<file path="config.mk">
export PLATFORM = sky130hd
export DESIGN_NAME = priority_task_queue_dedup
export DESIGN_NICKNAME = d
export VERILOG_FILES = /design/src/rtl/ptqd_pkg.sv /design/src/rtl/ptqd_step_unit.sv /design/src/rtl/priority_task_queue_dedup.sv
export VERILOG_INCLUDE_DIRS = /design/src /design/src/rtl
export SDC_FILE = /design/constraint.sdc
export NUM_CORES = 1
export LEC_CHECK = 0
export BUFFER_PORTS_ARGS = -buffer_cell sky130_fd_sc_hd__buf_2
export CAP_MARGIN = 5
export CORE_MARGIN = 2
export CORE_UTILIZATION = 50
export DETAILED_ROUTE_END_ITERATION = 8
export GPL_TIMING_DRIVEN = 1
export PLACE_DENSITY = 0.76
export SYNTH_ARGS = -nofsm -noshare
export SYNTH_HDL_FRONTEND = slang
export SYNTH_SLANG_ARGS = --single-unit
</file>
<file path="constraint.sdc">
create_clock -name i_clk -period 5.7 [get_ports i_clk]
set_clock_uncertainty 0.2 [all_clocks]
set_input_delay 0.285 -clock i_clk [delete_from_list [all_inputs] [get_ports i_clk]]
set_output_delay 0.285 -clock i_clk [all_outputs]
set_load 0.005 [all_outputs]
</file>
<file path="src/rtl/priority_task_queue_dedup_macros.svh">
// Assertion helpers shared by the queue RTL.
`ifndef PRIORITY_TASK_QUEUE_DEDUP_MACROS_SVH
`define PRIORITY_TASK_QUEUE_DEDUP_MACROS_SVH

// Same-cycle implication, checked outside reset.
`define PTQD_ASSERT_NOW(lbl, ante, cons, msg) \
    lbl: assert property (@(posedge i_clk) disable iff (!i_rst_n) (ante) |-> (cons)) \
        else $error(msg);

// Next-cycle implication, checked outside reset.
`define PTQD_ASSERT_NEXT(lbl, ante, cons, msg) \
    lbl: assert property (@(posedge i_clk) disable iff (!i_rst_n) (ante) |=> (cons)) \
        else $error(msg);

`endif

</file>
<file path="src/rtl/ptqd_pkg.sv">
package ptqd_pkg;

    localparam int QUEUE_CAPACITY_DEF = 32;

    localparam int TAG_W    = 16;
    localparam int KEY_W    = 16;
    localparam int REQ_W    = 3;
    localparam int STATUS_W = 2;

    typedef enum logic [REQ_W-1:0] {
        REQ_SUBMIT_TIMER = 3'd0,
        REQ_SUBMIT_TOUCH = 3'd1,
        REQ_TAKE         = 3'd2,
        REQ_START        = 3'd3,
        REQ_STOP         = 3'd4
    } t_req_type;

    typedef enum logic [STATUS_W-1:0] {
        ST_OK      = 2'd0,
        ST_DUP     = 2'd1,
        ST_FULL    = 2'd2,
        ST_STOPPED = 2'd3
    } t_status;

    typedef enum logic [2:0] {
        S_IDLE = 3'b001,
        S_SCAN = 3'b010,
        S_TAKE = 3'b100
    } t_state;

endpackage

</file>
<file path="src/rtl/ptqd_step_unit.sv">
// Shared step unit: ring slot of head + offset, and a key compare.
module ptqd_step_unit
    import ptqd_pkg::*;
#(
    parameter int QUEUE_CAPACITY = QUEUE_CAPACITY_DEF,
    localparam int PTR_W = (QUEUE_CAPACITY > 1) ? $clog2(QUEUE_CAPACITY) : 1
) (
    input  logic [PTR_W-1:0] i_head,
    input  logic [PTR_W-1:0] i_offset,
    input  logic [KEY_W-1:0] i_key_a,
    input  logic [KEY_W-1:0] i_key_b,
    output logic [PTR_W-1:0] o_slot,
    output logic             o_key_eq
);

    localparam logic [PTR_W:0] CAP = (PTR_W+1)'(QUEUE_CAPACITY);

    logic [PTR_W:0] sum;
    logic [PTR_W:0] wrapped;

    // Both operands stay below the capacity, so one subtract folds the sum.
    assign sum     = {1'b0, i_head} + {1'b0, i_offset};
    assign wrapped = (sum >= CAP) ? (sum - CAP) : sum;
    assign o_slot  = wrapped[PTR_W-1:0];

    assign o_key_eq = (i_key_a == i_key_b);

endmodule

</file>
<file path="src/rtl/priority_task_queue_dedup.sv">
// Channel   Dir  tdata                          tuser
// s (req)   in   [15:0] task_tag [31:16] key    [2:0] req_type
// m (rsp)   out  [15:0] take_tag [31:16] key    [1:0] status [2] take_valid
//                                               [3] take_from_timer
//
// Timer submit, start, stop, a take on empty queues and a refusal that needs
// no key scan answer in the cycle after acceptance. A take that finds a task
// answers via S_TAKE (registered read of the queue memory). A touch submit
// answers after its key scan: the shared step unit walks the waiting keys
// one per cycle through the touch memory read port. One request is in work
// at a time. Reset is synchronous and clears counts, heads and run state;
// no clearing pass runs over the memories. A stalled response holds the block.
module priority_task_queue_dedup
    import ptqd_pkg::*;
#(
    parameter int QUEUE_CAPACITY = QUEUE_CAPACITY_DEF
) (
    input  logic        i_clk,
    input  logic        i_rst_n,
    input  logic        i_s_tvalid,
    output logic        o_s_tready,
    input  logic [31:0] i_s_tdata,   // [15:0] task_tag, [31:16] touch_key
    input  logic [2:0]  i_s_tuser,   // [2:0] req_type
    output logic        o_m_tvalid,
    input  logic        i_m_tready,
    output logic [31:0] o_m_tdata,   // [15:0] take_tag, [31:16] take_key
    output logic [3:0]  o_m_tuser    // [1:0] status, [2] take_valid, [3] take_from_timer
);

    localparam int PTR_W = (QUEUE_CAPACITY > 1) ? $clog2(QUEUE_CAPACITY) : 1;
    localparam int CNT_W = $clog2(QUEUE_CAPACITY + 1);
    localparam logic [CNT_W:0]   CAP_SUM  = (CNT_W+1)'(QUEUE_CAPACITY);
    localparam logic [PTR_W-1:0] LAST_PTR = PTR_W'(QUEUE_CAPACITY - 1);

    // Queue memories: one entry per slot, each queue may fill the capacity.
    logic [TAG_W-1:0]       timer_mem [QUEUE_CAPACITY];
    logic [KEY_W+TAG_W-1:0] touch_mem [QUEUE_CAPACITY];

    t_state           r_state, n_state;
    logic             r_running, n_running;
    logic [CNT_W-1:0] r_timer_cnt, n_timer_cnt;
    logic [CNT_W-1:0] r_touch_cnt, n_touch_cnt;
    logic [PTR_W-1:0] r_timer_head, n_timer_head;
    logic [PTR_W-1:0] r_touch_head, n_touch_head;
    logic [CNT_W-1:0] r_issue, n_issue;
    logic             r_pend, n_pend;
    logic             r_take_timer, n_take_timer;
    logic [TAG_W-1:0] r_tag, n_tag;
    logic [KEY_W-1:0] r_key, n_key;

    logic             r_out_valid, n_out_valid;
    t_status          r_status, n_status;
    logic             r_take_valid, n_take_valid;
    logic [TAG_W-1:0] r_take_tag, n_take_tag;
    logic [KEY_W-1:0] r_take_key, n_take_key;
    logic             r_from_timer, n_from_timer;

    logic [TAG_W-1:0]       r_timer_rd;
    logic [KEY_W+TAG_W-1:0] r_touch_rd;

    logic             s_acc;
    logic             m_acc;
    t_req_type        req;
    logic             full;
    logic             scan_issue;
    logic             hit;
    logic [PTR_W-1:0] unit_head;
    logic [PTR_W-1:0] unit_offset;
    logic [PTR_W-1:0] slot;
    logic             key_eq;
    logic             timer_we;
    logic             touch_we;
    logic [PTR_W-1:0] touch_rd_addr;

    assign s_acc = i_s_tvalid && o_s_tready;
    assign m_acc = r_out_valid && i_m_tready;
    assign req   = t_req_type'(i_s_tuser);

    // Accept only from idle, and only when the response register can take a result.
    assign o_s_tready = (r_state == S_IDLE) && (!r_out_valid || i_m_tready);

    assign full = ({1'b0, r_timer_cnt} + {1'b0, r_touch_cnt}) >= CAP_SUM;

    // While scanning, walk the touch ring; otherwise address the timer tail.
    assign scan_issue  = (r_issue != r_touch_cnt);
    assign unit_head   = (r_state == S_SCAN) ? r_touch_head : r_timer_head;
    assign unit_offset = (r_state != S_SCAN) ? r_timer_cnt[PTR_W-1:0] :
                         scan_issue          ? r_issue[PTR_W-1:0]     :
                                               r_touch_cnt[PTR_W-1:0];

    ptqd_step_unit #(
        .QUEUE_CAPACITY (QUEUE_CAPACITY)
    ) u_step (
        .i_head   (unit_head),
        .i_offset (unit_offset),
        .i_key_a  (r_touch_rd[KEY_W+TAG_W-1:TAG_W]),
        .i_key_b  (r_key),
        .o_slot   (slot),
        .o_key_eq (key_eq)
    );

    assign hit           = r_pend && key_eq;
    assign touch_rd_addr = (r_state == S_SCAN) ? slot : r_touch_head;

    always_comb begin
        n_state      = r_state;
        n_running    = r_running;
        n_timer_cnt  = r_timer_cnt;
        n_touch_cnt  = r_touch_cnt;
        n_timer_head = r_timer_head;
        n_touch_head = r_touch_head;
        n_issue      = r_issue;
        n_pend       = 1'b0;
        n_take_timer = r_take_timer;
        n_tag        = r_tag;
        n_key        = r_key;
        n_out_valid  = r_out_valid && !m_acc;
        n_status     = r_status;
        n_take_valid = r_take_valid;
        n_take_tag   = r_take_tag;
        n_take_key   = r_take_key;
        n_from_timer = r_from_timer;
        timer_we     = 1'b0;
        touch_we     = 1'b0;

        unique case (r_state)
            S_IDLE: begin
                if (s_acc) begin
                    // Default response: accepted, no task returned.
                    n_out_valid  = 1'b1;
                    n_status     = ST_OK;
                    n_take_valid = 1'b0;
                    n_take_tag   = '0;
                    n_take_key   = '0;
                    n_from_timer = 1'b0;
                    n_tag        = i_s_tdata[TAG_W-1:0];
                    n_key        = i_s_tdata[KEY_W+TAG_W-1:TAG_W];
                    unique case (req)
                        REQ_SUBMIT_TIMER: begin
                            if (!r_running) begin
                                n_status = ST_STOPPED;
                            end else if (full) begin
                                n_status = ST_FULL;
                            end else begin
                                timer_we    = 1'b1;
                                n_timer_cnt = r_timer_cnt + 1'b1;
                            end
                        end
                        REQ_SUBMIT_TOUCH: begin
                            if (!r_running) begin
                                n_status = ST_STOPPED;
                            end else begin
                                // Hold the response until the key scan ends.
                                n_out_valid = 1'b0;
                                n_issue     = '0;
                                n_state     = S_SCAN;
                            end
                        end
                        REQ_TAKE: begin
                            if (!r_running) begin
                                n_status = ST_STOPPED;
                            end else if (r_timer_cnt != '0) begin
                                n_out_valid  = 1'b0;
                                n_take_timer = 1'b1;
                                n_timer_cnt  = r_timer_cnt - 1'b1;
                                n_timer_head = (r_timer_head == LAST_PTR) ? '0 :
                                               r_timer_head + 1'b1;
                                n_state      = S_TAKE;
                            end else if (r_touch_cnt != '0) begin
                                n_out_valid  = 1'b0;
                                n_take_timer = 1'b0;
                                n_touch_cnt  = r_touch_cnt - 1'b1;
                                n_touch_head = (r_touch_head == LAST_PTR) ? '0 :
                                               r_touch_head + 1'b1;
                                n_state      = S_TAKE;
                            end
                        end
                        REQ_START: begin
                            n_running = 1'b1;
                        end
                        REQ_STOP: begin
                            // Flush both queues on a running-to-stopped edge.
                            if (r_running) begin
                                n_running    = 1'b0;
                                n_timer_cnt  = '0;
                                n_touch_cnt  = '0;
                                n_timer_head = '0;
                                n_touch_head = '0;
                            end
                        end
                        default: begin
                        end
                    endcase
                end
            end
            S_SCAN: begin
                // Issue one key read a cycle; compare the previous read.
                if (hit) begin
                    n_out_valid = 1'b1;
                    n_status    = ST_DUP;
                    n_state     = S_IDLE;
                end else if (!scan_issue) begin
                    n_out_valid = 1'b1;
                    n_state     = S_IDLE;
                    if (full) begin
                        n_status = ST_FULL;
                    end else begin
                        touch_we    = 1'b1;
                        n_touch_cnt = r_touch_cnt + 1'b1;
                    end
                end else begin
                    n_pend  = 1'b1;
                    n_issue = r_issue + 1'b1;
                end
            end
            S_TAKE: begin
                n_out_valid  = 1'b1;
                n_take_valid = 1'b1;
                n_from_timer = r_take_timer;
                n_take_tag   = r_take_timer ? r_timer_rd : r_touch_rd[TAG_W-1:0];
                n_take_key   = r_take_timer ? '0 : r_touch_rd[KEY_W+TAG_W-1:TAG_W];
                n_state      = S_IDLE;
            end
            default: begin
                n_state = S_IDLE;
            end
        endcase
    end

    // Memories: one write and one registered read per cycle each.
    // A timer submit writes in its accepting cycle, so take the tag off the bus.
    always_ff @(posedge i_clk) begin
        if (timer_we) begin
            timer_mem[slot] <= i_s_tdata[TAG_W-1:0];
        end
        r_timer_rd <= timer_mem[r_timer_head];
    end

    always_ff @(posedge i_clk) begin
        if (touch_we) begin
            touch_mem[slot] <= {r_key, r_tag};
        end
        r_touch_rd <= touch_mem[touch_rd_addr];
    end

    always_ff @(posedge i_clk) begin
        if (!i_rst_n) begin
            r_state      <= S_IDLE;
            r_running    <= 1'b0;
            r_timer_cnt  <= '0;
            r_touch_cnt  <= '0;
            r_timer_head <= '0;
            r_touch_head <= '0;
            r_issue      <= '0;
            r_pend       <= 1'b0;
            r_out_valid  <= 1'b0;
        end else begin
            r_state      <= n_state;
            r_running    <= n_running;
            r_timer_cnt  <= n_timer_cnt;
            r_touch_cnt  <= n_touch_cnt;
            r_timer_head <= n_timer_head;
            r_touch_head <= n_touch_head;
            r_issue      <= n_issue;
            r_pend       <= n_pend;
            r_out_valid  <= n_out_valid;
        end
    end

    always_ff @(posedge i_clk) begin
        r_take_timer <= n_take_timer;
        r_tag        <= n_tag;
        r_key        <= n_key;
        r_status     <= n_status;
        r_take_valid <= n_take_valid;
        r_take_tag   <= n_take_tag;
        r_take_key   <= n_take_key;
        r_from_timer <= n_from_timer;
    end

    assign o_m_tvalid = r_out_valid;
    assign o_m_tdata  = {r_take_key, r_take_tag};
    assign o_m_tuser  = {r_from_timer, r_take_valid, r_status};

`include "priority_task_queue_dedup_macros.svh"

    `PTQD_ASSERT_NOW(a_cap, 1'b1, !full || (({1'b0, r_timer_cnt} + {1'b0, r_touch_cnt}) == CAP_SUM), "queues hold more than the capacity")
    `PTQD_ASSERT_NOW(a_busy_no_rsp, r_state != S_IDLE, !r_out_valid, "response pending while a request is in work")
    `PTQD_ASSERT_NEXT(a_take_done, r_state == S_TAKE, r_out_valid && r_take_valid, "take did not return its task")
    `PTQD_ASSERT_NEXT(a_stop_flush, s_acc && req == REQ_STOP, r_timer_cnt == '0 && r_touch_cnt == '0 && !r_running, "stop left tasks queued")
    `PTQD_ASSERT_NOW(a_scan_range, r_state == S_SCAN, r_issue <= r_touch_cnt, "key scan ran past the queue")

endmodule

</file>
==> flow_summary.json <==
{
  "outcome": "completed",
  "max_stage_delay_ns": 0.79,
  "synth-seq-area-share_pct": 75.85,
  "worstSetupEndpointType": "register",
  "setup_viol": 0,
  "yosysUniqueCellTypes": 68,
  "r2r_slack_ns": 0.76,
  "cts_root_buf": "clkbuf_16",
  "drive_above_1_share_pct": 17.10,
  "viasPerCell": 6.225,
  "cts_tree": "done",
  "fin_area_mm2": 0.07456,
  "grt_pass1_wl_um": 248900,
  "grt_max_degree": 116,
  "min_from": "i_s_tdata[25]",
  "nets": 4282,
  "wl_per_cell_um": 27.93,
  "comb_power_share_pct": 1.2,
  "grt_overflow": 0,
  "drt_iter0_drc": 5214,
  "path_cells": "or3b_1 > nand2_1 > nand2_1 > ha_1 > fa_1 > a21boi_0 > nand4_1 > nor2_4 > buf_4",
  "ctsHoldBuffers": 47,
  "crit_family": "simple AND/OR/NAND/NOR gates",
  "layout_min_cycle_time_ns": 4.940,
  "slowest_stage": "nand4_1",
  "path_class": "register to register",
  "max_freq_mhz": 202.4,
  "finalWirelength_um": 170700,
  "clk_path_buf_depth": 3,
  "maxCapViolCount": 0,
  "cp-start-kind": "register",
  "cts_setup_buffers": 0,
  "synth_area_per_cell_um2": 16.32,
  "async_reset_ff_share_pct": 0,
  "r2r-start": "r_state[2]$_SDFFE_PN0P_",
  "p_leak_nw": 25.06,
  "worstHoldPathCells": 2,
  "fin_tns_setup_ns": 0,
  "final_cell_mix": "edfxtp_1 (1605), nand2_1 (741), nand3_1 (313)",
  "die_w_um": 366.5,
  "final_common_cell": "edfxtp_1",
  "cts_max_level": 4,
  "timing.final.crit_share_pct": 86.67,
  "ys_ff_latch": 1687,
  "rsz0062_at_grt": "no",
  "antenna_found_initial": 3,
  "crit_path_frequent_cell": "nand2_1",
  "hold_violations": 0,
  "die_y_um": 366.5,
  "routabilityCongestion": 0.8291,
  "grt.total_usage_pct": 25.15,
  "synth_warnings": 0,
  "syn_inst": 4027,
  "cts_buffers": 161,
  "portBuffers": 76,
  "arrival_ns": 5.16,
  "maxSlewViolCount": 0,
  "rr_endpoint": "touch_mem[23][25]$_DFFE_PP_",
  "cts-resized-gates": 0,
  "core_mm2": 0.1310,
  "p_seq_share_pct": 55.7,
  "power.switching_mw": 4.927,
  "dr_total_vias": 38060,
  "route.detailed.drc": 0,
  "dr.pass1.iters": 8,
  "cp.required_ns": 5.92,
  "clock_latency_ns": 0.81,
  "hpwl_um": 85590,
  "swShare_pct": 20.07,
  "cts_num_sinks": 1687,
  "p_clk_share_pct": 43.1,
  "synth_edf_count": 1605,
  "max_slew_margin_pct": 23.21,
  "p_int_mw": 19.63,
  "pwr_density_cell_mw_per_mm2": 329.3,
  "die_area_mm2": 0.1343,
  "grt_pass1_vias": 37620,
  "whs_endpoint": "r_key[9]$_DFFE_PP_",
  "peakVddDrop_mv": 0.4582,
  "clk_pin_slew_ns": 0.06,
  "fp-row-count": 133,
  "worstPathBufferInverterCount": 1,
  "ioPinCount": 77,
  "hold_path_class": "input port to register",
  "tightest_slew_ns": 1.152,
  "initial_utilization_pct": 50.17,
  "path_max_fanout": 32,
  "area_growth_pct": 13.48,
  "synth_nets": 4091,
  "synth_area_mm2": 0.06571,
  "reg2reg_depth": 9,
  "postPlaceCellArea_mm2": 0.06885,
  "synth_flop_cell": "edfxtp_1",
  "ant_nets": 0
}
[synth_stat cells, types with 4 or more instances]
cell / number / area, um2
a2111oi_2: 31 / 465.5
a211o_1: 4 / 35.03
a21o_1: 7 / 52.55
a21oi_1: 42 / 210.2
a22oi_1: 37 / 277.8
a31oi_1: 95 / 594.3
a32oi_1: 96 / 840.8
and2_1: 21 / 131.4
and3_1: 13 / 81.33
buf_1: 25 / 93.84
buf_2: 64 / 320.3
buf_4: 18 / 135.1
clkbuf_1: 122 / 457.9
dfxtp_1: 82 / 1642
edfxtp_1: 1605 / 48200
ha_1: 22 / 275.3
inv_1: 11 / 41.29
mux2_2: 20 / 225.2
mux2i_1: 178 / 1782
mux4_2: 160 / 3603
nand2_1: 742 / 2785
nand2b_1: 6 / 37.54
nand3_1: 314 / 1572
nand4_1: 12 / 75.07
nand4b_1: 5 / 43.79
nor2_1: 136 / 510.5
nor2b_1: 4 / 25.02
nor3_1: 13 / 65.06
nor3b_1: 4 / 30.03
nor4_1: 8 / 50.05
o211ai_1: 5 / 37.54
o21ai_0: 26 / 130.1
or3_1: 5 / 31.28
or4_1: 5 / 37.54
xnor2_1: 23 / 201.4
xor2_1: 9 / 78.83
[cell type report]
| type | count | area [um2] |
|---|---|---|
| Antenna cell | 1 | 2.502 |
| Clock buffer | 232 | 4487 |
| Clock inverter | 70 | 757.0 |
| Fill cell | 9514 | 56400 |
| Inverter | 12 | 45.04 |
| Multi-Input combinational cell | 2096 | 15190 |
| Sequential cell | 1687 | 49850 |
| Tap cell | 1755 | 2196 |
| Timing Repair Buffer | 260 | 2042 |
[layer usage]
layer | up-vias | track usage [%] | part of all wire, % | wire [um]
met5 | - | 0 | 0.016 | 27
met4 | 4 | 10.41 | 4.1 | 6938
met3 | 399 | 4.588 | 10 | 17610
met2 | 2472 | 40.85 | 49 | 82860
met1 | 19190 | 33.68 | 37 | 63300
li1 | 16000 | - | - | -
[power by group through the flow]
stage                     registers [mW]  clock network [mW]  logic, mW
after floorplan                     13.9                   0     0.0799
after global placement              13.9                   0      0.261
after detailed placement            13.9                   0      0.271
after CTS                           13.7                10.7      0.299
after global routing                13.7                11.1      0.324
final                               13.7                10.6      0.301
[worst max path at each step]
stage	start	end	slack, ns	cells past startpoint
2_1_floorplan	r_state[2]$_SDFFE_PN0P_	touch_mem[27][0]$_DFFE_PP_	0.45	15
3_3_place_gp	r_state[2]$_SDFFE_PN0P_	touch_mem[3][27]$_DFFE_PP_	0.94	9
3_5_place_dp	r_state[2]$_SDFFE_PN0P_	touch_mem[22][23]$_DFFE_PP_	0.82	9
4_1_cts	r_state[2]$_SDFFE_PN0P_	touch_mem[22][25]$_DFFE_PP_	0.80	9
5_1_grt	r_state[1]$_SDFFE_PN0P_	touch_mem[22][18]$_DFFE_PP_	0.58	9
6_report	r_state[2]$_SDFFE_PN0P_	touch_mem[23][25]$_DFFE_PP_	0.76	9
[metrics by stage]
step | hold slack [ns] | cells | setup slack, ns | power (mW) | util, %
2_1_floorplan | 0.1839 | 4027 | 0.4544 | 14.02 | -
3_3_place_gp | 0.2649 | 5763 | 0.9407 | 14.19 | 52.57
3_5_place_dp | 0.2631 | 5763 | 0.8191 | 14.20 | 52.57
4_1_cts | 0.001579 | 6112 | 0.8011 | 24.62 | 56.93
5_1_grt | 0.02481 | 6112 | 0.5796 | 25.11 | 56.93
6_report | 0.02748 | 6113 | 0.7597 | 24.55 | 56.93
[cells by family after synthesis]
kind of cell	after synthesis	share of synthesized area, %
DFF	1687	75.85
adders and majority gates	25	0.5103
AOI/OAI and AO/OA	378	4.475
muxes	359	8.573
buffers and inverters	244	1.653
xor gates and xnor gates	32	0.4265
and+or+nand+nor	1302	8.514
[worst reg2reg max path, delay by kind of cell (launching register included)]
kind	cells	cell delay, ns
AOI/OAI and AO/OA	1	0.43
DFF	1	0.38
buffers and inverters	1	0.69
adders and majority gates	2	0.89
and+or+nand+nor	5	1.94
[registers in the layout, indices dropped and copies added, names as in the netlist, 2 cells and up]
| register | count |
|---|---|
| touch_mem | 1024 |
| r_state | 3 |
| r_key | 16 |
| r_issue | 6 |
| timer_mem | 512 |
| r_timer_rd | 16 |
| r_take_tag | 16 |
| r_status | 2 |
| r_touch_rd | 32 |
| r_touch_head | 5 |
| r_touch_cnt | 6 |
| r_timer_cnt | 6 |
| r_take_key | 16 |
| r_tag | 16 |
| r_timer_head | 5 |
No activity file was read; power rests on OpenSTA's default activity.
